<file path="src/bps_pkg.sv">
package bps_pkg;

    localparam int TUNE_BITS_DEF  = 32;
    localparam int TIME_BITS_DEF  = 16;
    localparam int COUNT_BITS_DEF = 16;

    localparam int OP_W     = 2;
    localparam int MODE_W   = 2;
    localparam int KIND_W   = 2;
    localparam int DUTY_W   = 10;
    localparam int CFG_IDX_W  = 2;
    localparam int CFG_DATA_W = 10;
    localparam int M_TDATA_W  = 16;

    localparam logic [OP_W-1:0] OP_START = 2'd0;
    localparam logic [OP_W-1:0] OP_TICK  = 2'd1;
    localparam logic [OP_W-1:0] OP_LED   = 2'd2;

    localparam logic [MODE_W-1:0] MODE_COUNTED = 2'd0;
    localparam logic [MODE_W-1:0] MODE_FOLLOW  = 2'd2;

    localparam logic [KIND_W-1:0] DRIVE_NONE    = 2'd0;
    localparam logic [KIND_W-1:0] DRIVE_DIGITAL = 2'd1;
    localparam logic [KIND_W-1:0] DRIVE_PWM     = 2'd2;
    localparam logic [KIND_W-1:0] DRIVE_RSVD    = 2'd3;

    localparam logic [CFG_IDX_W-1:0] CFG_INVERT    = 2'd0;
    localparam logic [CFG_IDX_W-1:0] CFG_FREQ_MODE = 2'd1;
    localparam logic [CFG_IDX_W-1:0] CFG_PWM_RANGE = 2'd2;

    localparam logic [DUTY_W-1:0] PWM_RANGE_RESET = 10'd1023;

endpackage

</file>
<file path="src/beep_pattern_sequencer_top.sv">
// Beep pattern sequencer.
// Each transfer on the slave channel is one event: s_tuser selects a start
// command, a tick or an LED event, and s_tdata carries the command fields.
// Every event yields exactly one transfer on the master channel: m_tuser
// says whether the pin, a PWM duty or nothing is written, and m_tdata holds
// the pin level, the duty and the busy flag after the event.
// An event moves from the input register to the result register once the
// result register is free or being taken, and its result is then offered
// on the master channel. A new event is taken every cycle while the master
// side keeps up; the whole step, including the tune bit search, is one pass
// of logic between the two registers.
// When the master side stalls, the result register holds and the input
// register fills; s_tready then drops until the result is taken.
// The cfg port writes invert_output, frequency_mode and pwm_full_range; the
// user must write it only while no event is in flight, and the block itself
// does not enforce this. Reset empties both registers, clears the sequencer
// state and returns the configuration to its defaults, and takes effect at
// the first clock edge with aresetn low.
module beep_pattern_sequencer_top
    import bps_pkg::*;
#(
    parameter int TUNE_BITS  = TUNE_BITS_DEF,
    parameter int TIME_BITS  = TIME_BITS_DEF,
    parameter int COUNT_BITS = COUNT_BITS_DEF,
    localparam int S_FIELDS_W = COUNT_BITS + 2 * TIME_BITS + TUNE_BITS + MODE_W + 1,
    localparam int S_TDATA_W  = ((S_FIELDS_W + 7) / 8) * 8
) (
    input  logic                   aclk,
    input  logic                   aresetn,
    input  logic                   cfg_we,
    input  logic [CFG_IDX_W-1:0]   cfg_addr,
    input  logic [CFG_DATA_W-1:0]  cfg_wdata,
    input  logic                   s_tvalid,
    output logic                   s_tready,
    // beep_count, on_ticks, off_ticks, tune_pattern, repeat_mode, led_level
    input  logic [S_TDATA_W-1:0]   s_tdata,
    // operation
    input  logic [OP_W-1:0]        s_tuser,
    output logic                   m_tvalid,
    input  logic                   m_tready,
    // pin_level, pwm_duty, busy_res
    output logic [M_TDATA_W-1:0]   m_tdata,
    // drive_kind
    output logic [KIND_W-1:0]      m_tuser
);

    localparam int BL_W    = $clog2(TUNE_BITS + 1);
    localparam int TIDX_W  = $clog2(TUNE_BITS);
    localparam int PHASE_W = COUNT_BITS + 1;
    localparam int ON_LSB  = COUNT_BITS;
    localparam int OFF_LSB = ON_LSB + TIME_BITS;
    localparam int TUNE_LSB = OFF_LSB + TIME_BITS;
    localparam int MODE_LSB = TUNE_LSB + TUNE_BITS;
    localparam int LED_LSB  = MODE_LSB + MODE_W;
    localparam int PAD_W    = M_TDATA_W - DUTY_W - 2;

    logic                  invert_reg;
    logic                  freq_mode_reg;
    logic [DUTY_W-1:0]     pwm_range_reg;

    logic                  in_valid_reg;
    logic [S_TDATA_W-1:0]  in_data_reg;
    logic [OP_W-1:0]       in_op_reg;

    logic                  out_valid_reg;
    logic [M_TDATA_W-1:0]  out_data_reg;
    logic [KIND_W-1:0]     out_kind_reg;

    logic [TIME_BITS-1:0]  off_dur_reg, off_dur_next;
    logic [TIME_BITS-1:0]  on_dur_reg, on_dur_next;
    logic [TIME_BITS-1:0]  ticks_left_reg, ticks_left_next;
    logic [BL_W-1:0]       bits_left_reg, bits_left_next;
    logic [BL_W-1:0]       tune_len_reg, tune_len_next;
    logic [TUNE_BITS-1:0]  tune_reg, tune_next;
    logic [MODE_W-1:0]     mode_reg, mode_next;
    logic [PHASE_W-1:0]    phase_reg, phase_next;
    logic                  enabled_reg, enabled_next;
    logic                  beep_level_reg, beep_level_next;
    logic                  last_pwm_reg, last_pwm_next;

    logic                  advance;
    logic [COUNT_BITS-1:0] f_count;
    logic [TIME_BITS-1:0]  f_on;
    logic [TIME_BITS-1:0]  f_off;
    logic [TUNE_BITS-1:0]  f_tune;
    logic [MODE_W-1:0]     f_mode;
    logic                  f_led;
    logic [BL_W-1:0]       tune_len_calc;
    logic [BL_W-1:0]       bits_dec;
    logic [TIME_BITS-1:0]  ticks_dec;
    logic [PHASE_W-1:0]    phase_step;
    logic                  do_drive;
    logic                  drive_level;
    logic                  out_level;
    logic [KIND_W-1:0]     res_kind;
    logic                  res_pin;
    logic [DUTY_W-1:0]     res_duty;

    assign advance  = in_valid_reg && (!out_valid_reg || m_tready);
    assign s_tready = !in_valid_reg || advance;
    assign m_tvalid = out_valid_reg;
    assign m_tdata  = out_data_reg;
    assign m_tuser  = out_kind_reg;

    assign f_count = in_data_reg[COUNT_BITS-1:0];
    assign f_on    = in_data_reg[ON_LSB +: TIME_BITS];
    assign f_off   = in_data_reg[OFF_LSB +: TIME_BITS];
    assign f_tune  = in_data_reg[TUNE_LSB +: TUNE_BITS];
    assign f_mode  = in_data_reg[MODE_LSB +: MODE_W];
    assign f_led   = in_data_reg[LED_LSB];

    always_comb begin
        tune_len_calc = '0;
        for (int i = 0; i < TUNE_BITS; i++) begin
            if (f_tune[i]) begin
                tune_len_calc = BL_W'(i + 1);
            end
        end
    end

    assign bits_dec   = bits_left_reg - BL_W'(1);
    assign ticks_dec  = ticks_left_reg - TIME_BITS'(1);
    assign phase_step = phase_reg - ((tune_len_reg != '0) ? PHASE_W'(2) : PHASE_W'(1));

    always_comb begin
        off_dur_next    = off_dur_reg;
        on_dur_next     = on_dur_reg;
        ticks_left_next = ticks_left_reg;
        bits_left_next  = bits_left_reg;
        tune_len_next   = tune_len_reg;
        tune_next       = tune_reg;
        mode_next       = mode_reg;
        phase_next      = phase_reg;
        enabled_next    = enabled_reg;
        beep_level_next = beep_level_reg;
        do_drive        = 1'b0;
        drive_level     = 1'b0;
        unique case (in_op_reg)
            OP_START: begin
                off_dur_next    = f_off;
                on_dur_next     = f_on;
                ticks_left_next = TIME_BITS'(1);
                bits_left_next  = tune_len_calc;
                tune_len_next   = tune_len_calc;
                tune_next       = f_tune;
                mode_next       = f_mode;
                phase_next      = {f_count, 1'b0};
                enabled_next    = (f_count != '0);
                do_drive        = (f_count == '0);
            end
            OP_TICK: begin
                if (enabled_reg && mode_reg != MODE_FOLLOW) begin
                    if (phase_reg == '0) begin
                        enabled_next = 1'b0;
                    end else begin
                        do_drive    = 1'b1;
                        drive_level = beep_level_reg;
                        if (ticks_left_reg != '0) begin
                            ticks_left_next = ticks_dec;
                            if (ticks_dec == '0) begin
                                if (bits_left_reg != '0) begin
                                    bits_left_next = bits_dec;
                                    drive_level    = tune_reg[bits_dec[TIDX_W-1:0]];
                                end else begin
                                    bits_left_next = tune_len_reg;
                                    drive_level    = phase_step[0];
                                    if (mode_reg != MODE_COUNTED) begin
                                        phase_next = phase_step | PHASE_W'(2);
                                    end else begin
                                        phase_next = phase_step;
                                    end
                                end
                                ticks_left_next = drive_level ? on_dur_reg : off_dur_reg;
                            end
                        end
                        beep_level_next = drive_level;
                    end
                end
            end
            OP_LED: begin
                if (enabled_reg && mode_reg == MODE_FOLLOW) begin
                    beep_level_next = f_led;
                    do_drive        = 1'b1;
                    drive_level     = f_led;
                end
            end
            default: begin
            end
        endcase
    end

    always_comb begin
        out_level     = drive_level ^ invert_reg;
        res_kind      = DRIVE_NONE;
        res_pin       = 1'b0;
        res_duty      = '0;
        last_pwm_next = last_pwm_reg;
        if (do_drive) begin
            if (freq_mode_reg) begin
                if (last_pwm_reg != out_level) begin
                    res_kind      = DRIVE_PWM;
                    res_duty      = out_level ? (pwm_range_reg >> 1) : '0;
                    last_pwm_next = out_level;
                end
            end else begin
                res_kind = DRIVE_DIGITAL;
                res_pin  = out_level;
            end
        end
    end

    always_ff @(posedge aclk) begin
        if (!aresetn) begin
            invert_reg    <= 1'b0;
            freq_mode_reg <= 1'b0;
            pwm_range_reg <= PWM_RANGE_RESET;
        end else if (cfg_we) begin
            unique case (cfg_addr)
                CFG_INVERT:    invert_reg    <= cfg_wdata[0];
                CFG_FREQ_MODE: freq_mode_reg <= cfg_wdata[0];
                CFG_PWM_RANGE: pwm_range_reg <= cfg_wdata[DUTY_W-1:0];
                default: begin
                end
            endcase
        end
    end

    always_ff @(posedge aclk) begin
        if (!aresetn) begin
            in_valid_reg <= 1'b0;
        end else if (s_tready) begin
            in_valid_reg <= s_tvalid;
        end
    end

    always_ff @(posedge aclk) begin
        if (s_tvalid && s_tready) begin
            in_data_reg <= s_tdata;
            in_op_reg   <= s_tuser;
        end
    end

    always_ff @(posedge aclk) begin
        if (!aresetn) begin
            out_valid_reg <= 1'b0;
        end else if (advance) begin
            out_valid_reg <= 1'b1;
        end else if (m_tready) begin
            out_valid_reg <= 1'b0;
        end
    end

    always_ff @(posedge aclk) begin
        if (advance) begin
            out_data_reg <= {PAD_W'(0), enabled_next, res_duty, res_pin};
            out_kind_reg <= res_kind;
        end
    end

    always_ff @(posedge aclk) begin
        if (!aresetn) begin
            off_dur_reg    <= '0;
            on_dur_reg     <= '0;
            ticks_left_reg <= '0;
            bits_left_reg  <= '0;
            tune_len_reg   <= '0;
            tune_reg       <= '0;
            mode_reg       <= MODE_COUNTED;
            phase_reg      <= '0;
            enabled_reg    <= 1'b0;
            beep_level_reg <= 1'b0;
            last_pwm_reg   <= 1'b0;
        end else if (advance) begin
            off_dur_reg    <= off_dur_next;
            on_dur_reg     <= on_dur_next;
            ticks_left_reg <= ticks_left_next;
            bits_left_reg  <= bits_left_next;
            tune_len_reg   <= tune_len_next;
            tune_reg       <= tune_next;
            mode_reg       <= mode_next;
            phase_reg      <= phase_next;
            enabled_reg    <= enabled_next;
            beep_level_reg <= beep_level_next;
            last_pwm_reg   <= last_pwm_next;
        end
    end

endmodule

</file>
<file path="config.mk">
export PLATFORM = sky130hd
export DESIGN_NAME = beep_pattern_sequencer_top
export DESIGN_NICKNAME = d
export VERILOG_FILES = /design/src/bps_pkg.sv /design/src/beep_pattern_sequencer_top.sv
export SDC_FILE = /design/constraint.sdc
export NUM_CORES = 1
export LEC_CHECK = 0
export BUFFER_PORTS_ARGS = -buffer_cell sky130_fd_sc_hd__buf_4
export CELL_PAD_IN_SITES_DETAIL_PLACEMENT = 0
export CELL_PAD_IN_SITES_GLOBAL_PLACEMENT = 2
export CORE_MARGIN = 5
export CORE_UTILIZATION = 39
export CTS_CLUSTER_SIZE = 16
export DETAILED_ROUTE_END_ITERATION = 10
export PLACE_DENSITY_LB_ADDON = 0.2
export SLEW_MARGIN = 20
export SYNTH_ARGS = -nofsm -noshare
export SYNTH_HDL_FRONTEND = slang
export SYNTH_SLANG_ARGS = --single-unit
</file>
<file path="constraint.sdc">
create_clock -name aclk -period 10.8 [get_ports aclk]
set_input_delay 0.54 -clock aclk [delete_from_list [all_inputs] [get_ports aclk]]
set_output_delay 0.54 -clock aclk [all_outputs]
set_load 0.02 [all_outputs]
</file>
# After elaboration in Yosys (flattened, before gate mapping)
# Index checks and enable logic that the tools add are counted.
# word_totals
word_cells	158
in_bits	107
output_inout_bits	20
reg_bits	227
# classes
add_sub_neg	3
mux	81
reduce_logical	34
n_eq_ne	13
magnitude_cmp	1
bitwise	2
# ops
op	n
two-way mux 6 bit	33
two-way mux 17 bit	5
two-way mux 16 bit	5
case mux 17 bit (2 select lines)	1
zero test 16 bit	2
case mux 16 bit (2 select lines)	1
nonzero test 16 bit	2
two-way mux 1 bit	24
zero test 17 bit	1
subtractor 17 x 2 -> 17 bit	1
subtractor 16 x 1 -> 16 bit (second input constant)	1
!= test 2 bit (second input constant)	7
case mux 6 bit (2 select lines)	1
nonzero test 6 bit	2
two-way mux 2 bit	5
AND reduction 2 bit	5
AND reduction 5 bit	2
AND reduction 4 bit	2
nonzero test 2 bit	4
AND reduction 7 bit	1
equality test 2 bit (second input constant)	3
< comparator 5 x 6 -> 1 bit (second input constant)	1
case mux 1 bit (2 select lines)	3
AND reduction 6 bit	1
other kinds (14)	21

# Logic depth before layout (Yosys ltp)
# Gate-level depths: netlist (run 1).
# depth
word_depth	33
ltp_mapped	15
depth_no_buf	13

# Least setup slack after synthesis (run 1)
# OpenSTA, ideal clock, no wires.
# synth_path
kind	register to register
from	register bits_left_reg[0]
to	register last_pwm_reg
setup_ns	0.116
arrival_ns	3.700
path_buffers	2
t_required_ns	10.684
synth_period_minus_slack_ns	3.816
stages_incl_launch_ff	15
setup_slack_ns	6.984
cell_sequence	dfxtp_1 > clkbuf_1 > inv_1 > ha_1 > buf_1 > mux4_2 > mux4_2 > a31oi_1 > nand3_1 > a41oi_1 > xnor2_1 > ha_1 > nor2_1 > a211oi_1 > a41o_1
# synth_via
elab_chain_cells	17
word_cells_on_any_way	18
classes_between	1 x add/sub; 1 x eq/ne; 13 x mux; 1 x bitwise; 2 x reduce/logical
# synth_rtl
item	line_no	rtl
start, declared	beep_pattern_sequencer_top.sv:72	logic [BL_W-1:0] bits_left_reg, bits_left_next;
start signal, assigned	beep_pattern_sequencer_top.sv:277	bits_left_reg <= bits_left_next;
subtractor 6 x 1 -> 6 bit	beep_pattern_sequencer_top.sv:121	assign bits_dec = bits_left_reg - BL_W'(1);
binary-select mux 1 bit (select 5 bit)	beep_pattern_sequencer_top.sv:163	drive_level = tune_reg[bits_dec[TIDX_W-1:0]];
two-way mux 1 bit (not written as such)	beep_pattern_sequencer_top.sv:163	
two-way mux 1 bit (*)	beep_pattern_sequencer_top.sv:161	if (bits_left_reg != '0) begin
two-way mux 1 bit (*)	beep_pattern_sequencer_top.sv:160	if (ticks_dec == '0) begin
two-way mux 1 bit (*)	beep_pattern_sequencer_top.sv:158	if (ticks_left_reg != '0) begin
two-way mux 1 bit (*)	beep_pattern_sequencer_top.sv:153	if (phase_reg == '0) begin
two-way mux 1 bit (*)	beep_pattern_sequencer_top.sv:152	if (enabled_reg && mode_reg != MODE_FOLLOW) begin
(+2 left out)	--	
two-way mux 1 bit (*)	beep_pattern_sequencer_top.sv:158	
two-way mux 1 bit (*)	beep_pattern_sequencer_top.sv:153	
two-way mux 1 bit (*)	beep_pattern_sequencer_top.sv:152	
case mux 1 bit (2 select lines) (*)	beep_pattern_sequencer_top.sv:138	unique case (in_op_reg)
XOR 1 bit (*)	beep_pattern_sequencer_top.sv:193	out_level = drive_level ^ invert_reg;
named net out_level	beep_pattern_sequencer_top.sv:94	logic out_level;
!= test 1 bit	beep_pattern_sequencer_top.sv:200	if (last_pwm_reg != out_level) begin
AND reduction 4 bit (no source line)	--	
end signal, assigned	beep_pattern_sequencer_top.sv:284	last_pwm_reg <= last_pwm_next;
end, declared	beep_pattern_sequencer_top.sv:79	logic last_pwm_reg, last_pwm_next;
# Mark *: on every way through the listed nets, which the timed path passes. The rest lies on a longest branch. The select of a mux whose other input is x is not followed.
# A chain may end at the register's enable or synchronous reset.

# Worst setup path after layout (run 1)
# layout_path
from	register bits_left_reg[0]
to	register out_data_reg[4] (netlist: m_tdata[4]), data pin
# layout_via
elab_chain_cells	17
word_cells_on_any_way	18
classes_between	1 x add/sub; 1 x eq/ne; 13 x mux; 1 x bitwise; 2 x reduce/logical
# layout_rtl
item	line_no	rtl
subtractor 6 x 1 -> 6 bit	beep_pattern_sequencer_top.sv:121	
binary-select mux 1 bit (select 5 bit)	beep_pattern_sequencer_top.sv:163	
two-way mux 1 bit (not written as such)	beep_pattern_sequencer_top.sv:163	
two-way mux 1 bit (*)	beep_pattern_sequencer_top.sv:161	
two-way mux 1 bit (*)	beep_pattern_sequencer_top.sv:160	
two-way mux 1 bit (*)	beep_pattern_sequencer_top.sv:158	
two-way mux 1 bit (*)	beep_pattern_sequencer_top.sv:153	
two-way mux 1 bit (*)	beep_pattern_sequencer_top.sv:152	
(+2 left out)	--	
two-way mux 1 bit (*)	beep_pattern_sequencer_top.sv:158	
two-way mux 1 bit (*)	beep_pattern_sequencer_top.sv:153	
two-way mux 1 bit (*)	beep_pattern_sequencer_top.sv:152	
case mux 1 bit (2 select lines) (*)	beep_pattern_sequencer_top.sv:138	
XOR 1 bit (*)	beep_pattern_sequencer_top.sv:193	
named net out_level	beep_pattern_sequencer_top.sv:94	
!= test 1 bit	beep_pattern_sequencer_top.sv:200	
AND reduction 4 bit (no source line) (*)	--	
end signal, assigned	beep_pattern_sequencer_top.sv:255	out_data_reg <= {PAD_W'(0), enabled_next, res_duty, res_pin};
end, declared	beep_pattern_sequencer_top.sv:66	logic [M_TDATA_W-1:0] out_data_reg;
# Marks and branches as above.

==> flow_summary_export.csv, run 1 <==
group,metric,value,unit
synthesis,syn_area_per_cell,9.83,sq um
layout,layout_common_cells,"sky130_fd_sc_hd__nand2_1 (202), sky130_fd_sc_hd__dfxtp_1 (126), sky130_fd_sc_hd__buf_4 (122)",
sta,slew_viol_final,0,
cts,cts_repair_resize_count,0,
cts,cts.path.max_buffers,3,
cts,post-cts-setup-buffers,0,
sta,finalCritPeriodShare,0.420,
sta,final_hold_fails,0,
cts,cts_max_level,1,
cts,cts_bufs_inserted,26,
grt,grt_remaining_overflow,0,
grt,gr-usage-all-layers,0.163,
grt,grt_pass1_wl,38300,microns
setup_path,timing.setup.critical_path_class,"register to register",
sta,tightest_slew,1010,ps
setup_path,crit_path_end_kind,"register",
setup_path,cell_count_of_the_worst_reg_to_reg_path,13,
sta,slew_headroom,0.326,
layout,layout.core_utilization,0.471,
sta,max_freq,220,MHz
setup_path,worstPathMaxFanout,9,
setup_path,rr_endpoint,"m_tdata[4]",
synthesis,yosys.cell_types.count,70,
detailed_routing,detail_route.vias_per_cell,5.14,
placement,dp_hpwl,15400,microns
sta,setup_viol,0,
sta,fin_setup_tns,0,ps
placement,port_buffers,116,
cts,clockRootBuffer,"sky130_fd_sc_hd__clkbuf_16",
synthesis,edff_count_synth,98,
synthesis,synthCells,997,
setup_path,endpoint,"m_tdata[4]",
detailed_routing,dr.pass1.iters,5,
power,static-leakage-power,0.00441,uW
setup_path,worstSetupStartpoint,"bits_left_reg[0]",
detailed_routing,drc_errors,0,
power,design_power_total,1970,uW
setup_path,rrSetupSlack,6260,ps
setup_path,r2r-start,"bits_left_reg[0]",
synthesis,synth-seq-area-share,0.558,
synthesis,synth_largest_area_cell,"sky130_fd_sc_hd__edfxtp_1",
die,die_x_extent,168,microns
die,boundaryPins,127,
power,worst_ir_drop_vdd,0.123,mV
cts,worst_setup_hold_path_clk_slew,60,ps
die,core.rowCount,58,
synthesis,synthArstFlopShare,0,
cts,cts.sink_count,224,
die,floorplan.die_area,28400,sq um
synthesis,synth.top_cells.by_area,"sky130_fd_sc_hd__edfxtp_1 (30%), sky130_fd_sc_hd__dfxtp_1 (26%), sky130_fd_sc_hd__nand2_1 (7.8%)",
cts,clock_insertion_delay_worst_skew,530,ps
hold_path,type_of_the_worst_min_delay_path,"primary input to register",
synthesis,yosys_warnings,0,
setup_path,startpoint_type,"register",
flow_run,drv.max_cap_violation_count,0,
detailed_routing,initial_drc_count,399,
setup_path,worstPathRequired,11190,ps
cts,ctsHoldBuffers,0,
layout,diodes_inserted,0,
grt,pin_count_of_the_biggest_net_entering_global_routing,86,
detailed_routing,drt.antenna.violating_nets,0,
layout,fin_cells,1445,
sta,finalCriticalPeriod,4540,ps
placement,place.gp.congestion,0.769,
sta,finalClockSkew,10.7,ps
layout,drive_above_1_share,0.178,
detailed_routing,routed_wire_length_per_instance,16.1,microns
setup_path,critPathArrivalTime,4930,ps
die,floorplan.die.height,168,microns
sta,rsz_0062_raised_after_global_routing,"false",
placement,dp.cells,1397,
synthesis,primary_flip_flop_cell_chosen_by_synthesis_mapping,"sky130_fd_sc_hd__dfxtp_1",
synthesis,syn-cell-area,9800,sq um
layout,fin_nets,1214,
grt,first_global_vias,7351,
detailed_routing,postRouteWirelength,23300,microns
die,initial_utilization,0.392,
layout,flip_flop_count_of_the_largest_register_after_layout,83,
placement,dp_worst_setup_slack,6190,ps
cts,cts_tree,"built",
die,core,25000,sq um
layout,final_common_cell,"sky130_fd_sc_hd__nand2_1",
synthesis,synth_top_cell_area_share,0.300,
sta,fin_ws,6260,ps
run_status,outcome,"finished clean",
layout,synthToLayoutAreaGrowth,20.1,%
detailed_routing,num_vias,7433,
grt,antenna_violations_before_repair,0,
synthesis,yosys_register_bits,224,
power,powerDensity,168,nW/um^2
[report_power, final]
part           switching [uW]  internal, uW
clock network             346           535
logic                    89.0          64.9
registers                19.8           919
total                     455          1520
[area by class of cell]
cell class | count | area (sq um)
Clock buffer | 32 | 704
Clock inverter | 16 | 165
Fill cell | 2468 | 13200
Inverter | 25 | 93.8
Multi-Input combinational cell | 696 | 4010
Sequential cell | 224 | 5470
Tap cell | 330 | 413
Timing Repair Buffer | 122 | 916
[synthesized netlist by cell type (9+ instances only)]
cell and n:
sky130_fd_sc_hd__nand2_1 203, sky130_fd_sc_hd__clkbuf_1 43, sky130_fd_sc_hd__o21ai_0 41, sky130_fd_sc_hd__ha_1 11, sky130_fd_sc_hd__edfxtp_1 98, sky130_fd_sc_hd__nand3_1 18, sky130_fd_sc_hd__a21oi_1 111, sky130_fd_sc_hd__nor4_1 18
sky130_fd_sc_hd__o22ai_1 9, sky130_fd_sc_hd__dfxtp_1 126, sky130_fd_sc_hd__nor2_1 64, sky130_fd_sc_hd__inv_1 25, sky130_fd_sc_hd__or4_1 11, sky130_fd_sc_hd__mux2i_1 24, sky130_fd_sc_hd__and2_1 13, sky130_fd_sc_hd__nor3_1 24
[how the worst min path moves through the flow]
| stage | from | endpoint | slack [ps] | cells past startpoint |
|---|---|---|---|---|
| final | s_tdata[51] | in_data_reg[51] | 180 | 1 |
| after global routing | s_tdata[52] | in_data_reg[52] | 160 | 1 |
| after global placement | pwm_range_reg[8] | pwm_range_reg[8] | 440 | 2 |
| after detailed placement | tune_reg[25] | tune_reg[25] | 440 | 2 |
| after CTS | s_tdata[72] | in_data_reg[72] | 150 | 1 |
| after floorplan | pwm_range_reg[1] | pwm_range_reg[1] | 430 | 2 |
[per-stage QoR]
| stage | hold slack (ps) | instance area [sq um] |
|---|---|---|
| after floorplan | 432 | 9810 |
| after global placement | 441 | 10900 |
| after detailed placement | 444 | 10900 |
| after CTS | 151 | 11800 |
| after global routing | 157 | 11800 |
| final | 184 | 11800 |
[critical path, stage by stage, from the launching register on]
cell and delay [ps]:
sky130_fd_sc_hd__dfxtp_1 600, sky130_fd_sc_hd__inv_1 190, sky130_fd_sc_hd__ha_1 290, sky130_fd_sc_hd__xor2_1 600, sky130_fd_sc_hd__mux4_2 590, sky130_fd_sc_hd__mux2_2 290, sky130_fd_sc_hd__o211ai_1 300, sky130_fd_sc_hd__nand3_1 210
sky130_fd_sc_hd__a41oi_1 300, sky130_fd_sc_hd__xnor2_1 200, sky130_fd_sc_hd__ha_1 200, sky130_fd_sc_hd__inv_1 40, sky130_fd_sc_hd__nor2_1 390, sky130_fd_sc_hd__and2_1 200
[routing by layer]
layer | share of wire | up-vias | global-route usage
li1 | - | 3782 | -
met1 | 0.51 | 3474 | 0.242
met2 | 0.43 | 141 | 0.251
met3 | 0.039 | 36 | 0.0257
met4 | 0.021 | 0 | 0.0402
met5 | 0 | - | 0
[cells by family (layout without fill, tap and decap cells)]
| group | after synthesis | count (layout) | share of synthesized area |
|---|---|---|---|
| other | 1 | 5 | 0.000383 |
| buffers and inverters | 81 | 195 | 0.0355 |
| adders and majority gates | 12 | 12 | 0.0161 |
| AOI/OAI and AO/OA | 234 | 234 | 0.147 |
| xor gates and xnor gates | 4 | 4 | 0.00358 |
| and+or+nand+nor | 404 | 404 | 0.191 |
| muxes | 37 | 37 | 0.0487 |
| DFF | 224 | 224 | 0.558 |
No activity file was read; power rests on OpenSTA's default activity.
==> run 2: changes to the inputs <==
Settings changed: CORE_UTILIZATION 39 to 33.
Clock period 10.8 ns to 4.1 ns, I/O delays scaled along.
==> flow_summary_export.csv, run 2 (synthesized netlist as in run 1, its figures left out) <==
group,metric,value,unit
placement,dp.cells,1472,
setup_path,buffering_stage_count_on_the_worst_path_with_inverters_included,0,
setup_path,worstPathMaxFanout,10,
die,die_x_extent,182,microns
setup_path,timing.critical_path.slowest_stage_cell,"sky130_fd_sc_hd__or4_4",
layout,drive_above_1_share,0.175,
setup_path,worstPathRequired,4530,ps
layout,regArea,5470,sq um
sta,slew_headroom,0.485,
grt,first_global_vias,7819,
detailed_routing,dr.pass1.iters,4,
setup_path,critPathArrivalTime,4110,ps
cts,clock_insertion_delay_worst_skew,550,ps
detailed_routing,routed_wire_length_per_instance,15.7,microns
setup_path,top_delay_family_on_crit_path,"simple AND/OR/NAND/NOR gates",
cts,clockRootBuffer,"sky130_fd_sc_hd__clkbuf_16",
sta,finalCritPeriodShare,0.899,
setup_path,startpoint_type,"register",
cts,cts.path.max_buffers,3,
grt,pin_count_of_the_biggest_net_entering_global_routing,52,
cts,post-cts-setup-buffers,0,
placement,port_buffers,116,
power,worst_ir_drop_vdd,0.285,mV
detailed_routing,num_vias,7841,
setup_path,timing.setup.critical_path_class,"register to register",
grt,grt_remaining_overflow,0,
cts,cts_tree,"built",
hold_path,type_of_the_worst_min_delay_path,"primary input to register",
placement,dp_hpwl,16800,microns
setup_path,rrSetupSlack,410,ps
hold_path,hold_path.startpoint,"cfg_addr[1]",
layout,flip_flop_count_of_the_largest_register_after_layout,83,
setup_path,crit_path_end_kind,"register",
die,floorplan.die.height,182,microns
setup_path,r2r-start,"ticks_left_reg[4]",
flow_run,drv.max_cap_violation_count,0,
layout,layout_common_cells,"sky130_fd_sc_hd__nand2_1 (202), sky130_fd_sc_hd__buf_4 (136), sky130_fd_sc_hd__dfxtp_1 (126)",
layout,layout.core_utilization,0.439,
cts,cts_bufs_inserted,27,
sta,setup_viol,0,
die,floorplan.die_area,33200,sq um
placement,place.gp.congestion,0.799,
sta,finalCriticalPeriod,3690,ps
detailed_routing,drt.antenna.violating_nets,0,
layout,synthToLayoutAreaGrowth,32.0,%
die,boundaryPins,127,
layout,final_common_cell,"sky130_fd_sc_hd__nand2_1",
sta,fin_setup_tns,0,ps
cts,worst_setup_hold_path_clk_slew,60,ps
sta,max_freq,271,MHz
power,powerDensity,408,nW/um^2
layout,fin_cells,1619,
layout,fin_nets,1327,
sta,fin_ws,415,ps
detailed_routing,initial_drc_count,348,
layout,diodes_inserted,0,
sta,rsz_0062_raised_after_global_routing,"false",
setup_path,worst_path_largest_cell_delay,590,ps
sta,final_hold_fails,0,
die,core.rowCount,63,
die,core,29500,sq um
detailed_routing,postRouteWirelength,25400,microns
sta,finalClockSkew,19.0,ps
sta,slew_viol_final,0,
power,static-leakage-power,0.00489,uW
setup_path,cells_along_the_critical_path,"or4_4 -> or3_4 -> o21a_4 -> nor4_1 -> nand3_1 -> a41oi_1 -> xnor2_1 -> ha_1 -> nor2_1 -> a211oi_1 -> a41o_1",
layout,filler_cell_count,2913,
setup_path,worstSetupStartpoint,"ticks_left_reg[4]",
grt,antenna_violations_before_repair,0,
detailed_routing,drc_errors,0,
sta,fin_hold_ws,29.6,ps
placement,dp_worst_setup_slack,272,ps
cts,cts.sink_count,224,
grt,gr-usage-all-layers,0.150,
grt,grt_pass1_wl,41300,microns
cts,cts_max_level,1,
run_status,outcome,"finished clean",
detailed_routing,detail_route.vias_per_cell,4.84,
layout,multi_input_area,4020,sq um
sta,tightest_slew,767,ps
die,initial_utilization,0.332,
## run 2: power by group
group          switching, uW  total, uW  internal, uW
clock network            965       2310          1340
registers               54.2       2480          2420
logic                    256        495           239
## run 2: cell type report
class,count,share of cell area
flip-flops and latches,224,0.423
multi-input cells,696,0.311
repair buffers,234,0.156
clock buffers,32,0.0537
well taps,390,0.0377
clock inverters,18,0.0125
inverters,25,0.00726
## run 2: repair_timing
item | in CTS | in global routing
hold buffers | 97 | 0
hold endpoints to repair | 98 | 0
setup endpoints to repair | 0 | 10
resized for setup | 0 | 2
## run 2: worst reg2reg max path, delay by kind of cell (launching register included)
family / cells / cell delay [ps]
flip-flops: 1 / 400
AND/OR/NAND/NOR: 5 / 1880
XOR/XNOR: 1 / 200
adder cells (fa/ha/maj): 1 / 280
AO/OA/AOI/OAI: 4 / 840
## run 2: routing by layer
metal	vias to the layer above	share of wire	GRT usage
met3	33	0.044	0.0237
met4	0	0.021	0.0336
met5	-	0	0
met2	162	0.44	0.236
met1	3650	0.49	0.218
li1	3996	-	-
## run 2: per-stage QoR
stage	power, uW	instance area (sq um)
floorplan	2760	9810
global route	5510	12900
CTS	5350	12900
global placement	2950	11100
finish	5280	12900
detailed placement	2950	11100
## run 2: final timing paths
kind               endpoint  cells after the start
max            last_pwm_reg                     11
min              invert_reg                      4
max reg2reg    last_pwm_reg                     11
min reg2reg  off_dur_reg[2]                      2
==> run 3: changes to the inputs <==
Settings changed: CORE_UTILIZATION 33 to 39, PLACE_DENSITY set to 0.93, PLACE_DENSITY_LB_ADDON 0.2 to unset.
Clock period 4.1 ns to 4.3 ns, I/O delays scaled along.
==> flow_summary_export.csv, run 3 (synthesized netlist as in run 1, its figures left out) <==
group,metric,value,unit
run_status,outcome,"finished clean",
setup_path,critPathArrivalTime,4190,ps
grt,gr-usage-all-layers,0.166,
cts,cts_tree,"built",
placement,place.gp.congestion,0.806,
layout,drive_above_1_share,0.166,
sta,slew_viol_final,0,
grt,grt_pass1_wl,39400,microns
layout,layout_common_cells,"sky130_fd_sc_hd__nand2_1 (202), sky130_fd_sc_hd__buf_4 (129), sky130_fd_sc_hd__dfxtp_1 (126)",
cts,cts.sink_count,224,
layout,synthToLayoutAreaGrowth,31.1,%
die,die_x_extent,168,microns
detailed_routing,drc_errors,0,
grt,antenna_violations_before_repair,0,
grt,pin_count_of_the_biggest_net_entering_global_routing,80,
die,floorplan.die_area,28400,sq um
die,core.rowCount,58,
power,powerDensity,406,nW/um^2
cts,cts_bufs_inserted,25,
cts,post-cts-setup-buffers,0,
layout,flip_flop_count_of_the_largest_register_after_layout,83,
die,core,25000,sq um
sta,finalClockSkew,17.4,ps
layout,multi_input_area,4010,sq um
sta,fin_hold_ws,81.2,ps
setup_path,cells_along_the_critical_path,"inv_1 -> ha_1 -> nor3b_1 -> a21oi_1 -> o31a_1 -> nor4_1 -> nand3_1 -> a41oi_1 -> xnor2_1 -> ha_1 -> nor2_1 -> a211oi_1 -> a41o_1",
layout,fin_nets,1317,
die,boundaryPins,127,
power,static-leakage-power,0.00487,uW
layout,diodes_inserted,0,
layout,layout.core_utilization,0.514,
layout,final_common_cell,"sky130_fd_sc_hd__nand2_1",
grt,grt_remaining_overflow,0,
detailed_routing,initial_drc_count,558,
sta,final_hold_fails,0,
detailed_routing,postRouteWirelength,24100,microns
sta,tightest_slew,922,ps
layout,regArea,5470,sq um
cts,worst_setup_hold_path_clk_slew,60,ps
sta,slew_headroom,0.384,
cts,clock_insertion_delay_worst_skew,520,ps
grt,first_global_vias,7652,
placement,dp_hpwl,15700,microns
sta,rsz_0062_raised_after_global_routing,"false",
placement,port_buffers,116,
detailed_routing,dr.pass1.iters,5,
flow_run,drv.max_cap_violation_count,0,
setup_path,rrSetupSlack,510,ps
cts,cts.path.max_buffers,3,
setup_path,worstPathRequired,4700,ps
setup_path,worst_path_largest_cell_delay,460,ps
detailed_routing,routed_wire_length_per_instance,15.6,microns
setup_path,worstPathMaxFanout,10,
sta,fin_setup_tns,0,ps
sta,finalCritPeriodShare,0.882,
cts,cts_max_level,1,
detailed_routing,num_vias,7883,
detailed_routing,drt.antenna.violating_nets,0,
setup_path,timing.setup.critical_path_class,"register to register",
sta,setup_viol,0,
setup_path,crit_path_end_kind,"register",
setup_path,startpoint_type,"register",
sta,finalCriticalPeriod,3790,ps
die,floorplan.die.height,168,microns
sta,max_freq,264,MHz
power,worst_ir_drop_vdd,0.342,mV
layout,filler_cell_count,2271,
die,initial_utilization,0.392,
detailed_routing,detail_route.vias_per_cell,5.10,
setup_path,most_prevalent_standard_cell_on_the_critical_path,"sky130_fd_sc_hd__ha_1",
cts,clockRootBuffer,"sky130_fd_sc_hd__clkbuf_16",
hold_path,type_of_the_worst_min_delay_path,"primary input to register",
setup_path,timing.critical_path.slowest_stage_cell,"sky130_fd_sc_hd__nor3b_1",
-- run 3: changes by cell type in the layout (fill, tap and decap cells not counted), sizes merged --
| cell | change |
|---|---|
| buf | -8 |
| bufinv | +6 |
| clkbuf | -4 |
| clkinv | -4 |
| clkinvlp | -2 |
| inv | -1 |
-- run 3: layout make-up --
class / instances / share of cell area
timing repair buffer: 226 / 0.151
sequential: 224 / 0.426
clock buffer: 28 / 0.0496
clock inverter: 17 / 0.0220
multi-input combinational: 696 / 0.312
inverter: 25 / 0.00731
tap: 330 / 0.0322
-- run 3: critical path: cells and delay by family, from the launching register on --
family | cells | cell delay, ps
buffers and inverters | 1 | 120
AOI/OAI and AO/OA | 5 | 1140
adders and majority gates | 2 | 560
xor gates and xnor gates | 1 | 210
and+or+nand+nor | 4 | 1260
DFF | 1 | 400
-- run 3: layer usage --
metal,vias to the layer above,global-route usage,routed length (microns)
li1,3990,-,-
met1,3685,0.234,11400
met2,182,0.271,11200
met3,26,0.0292,1220
met4,0,0.0332,298
met5,-,0,0
-- run 3: report_power, final --
part | total [uW] | leakage (uW) | internal (uW) | switching (uW)
combinational | 463 | 0.00245 | 223 | 240
sequential | 2360 | 0.00197 | 2310 | 50.5
clock | 2390 | 0.000449 | 1540 | 845
total | 5210 | 0.00487 | 4070 | 1140
-- run 3: metrics by stage --
step | instances | power, uW | setup WS, ps | instance area (sq um)
after global placement | 1404 | 2790 | 608 | 11000
after global routing | 1546 | 5420 | 198 | 12800
after CTS | 1546 | 5260 | 494 | 12800
after floorplan | 1001 | 2630 | 484 | 9810
final | 1546 | 5210 | 510 | 12800
after detailed placement | 1404 | 2790 | 527 | 11000
-- run 3: path summary, 6_finish.rpt --
path | from | endpoint | depth (start not counted)
worst min register to register | tune_reg[4] | tune_reg[4] | 2
worst min-delay path | cfg_addr[0] | invert_reg | 4
worst max register to register | ticks_left_reg[0] | last_pwm_reg | 13
worst max-delay path | ticks_left_reg[0] | last_pwm_reg | 13
-- run 3: repair_timing --
| item | CTS | global route |
|---|---|---|
| hold endpoints to repair | 98 | 0 |
| resized for setup | 0 | 0 |
| setup endpoints to repair | 0 | 0 |
| hold buffers | 97 | 0 |
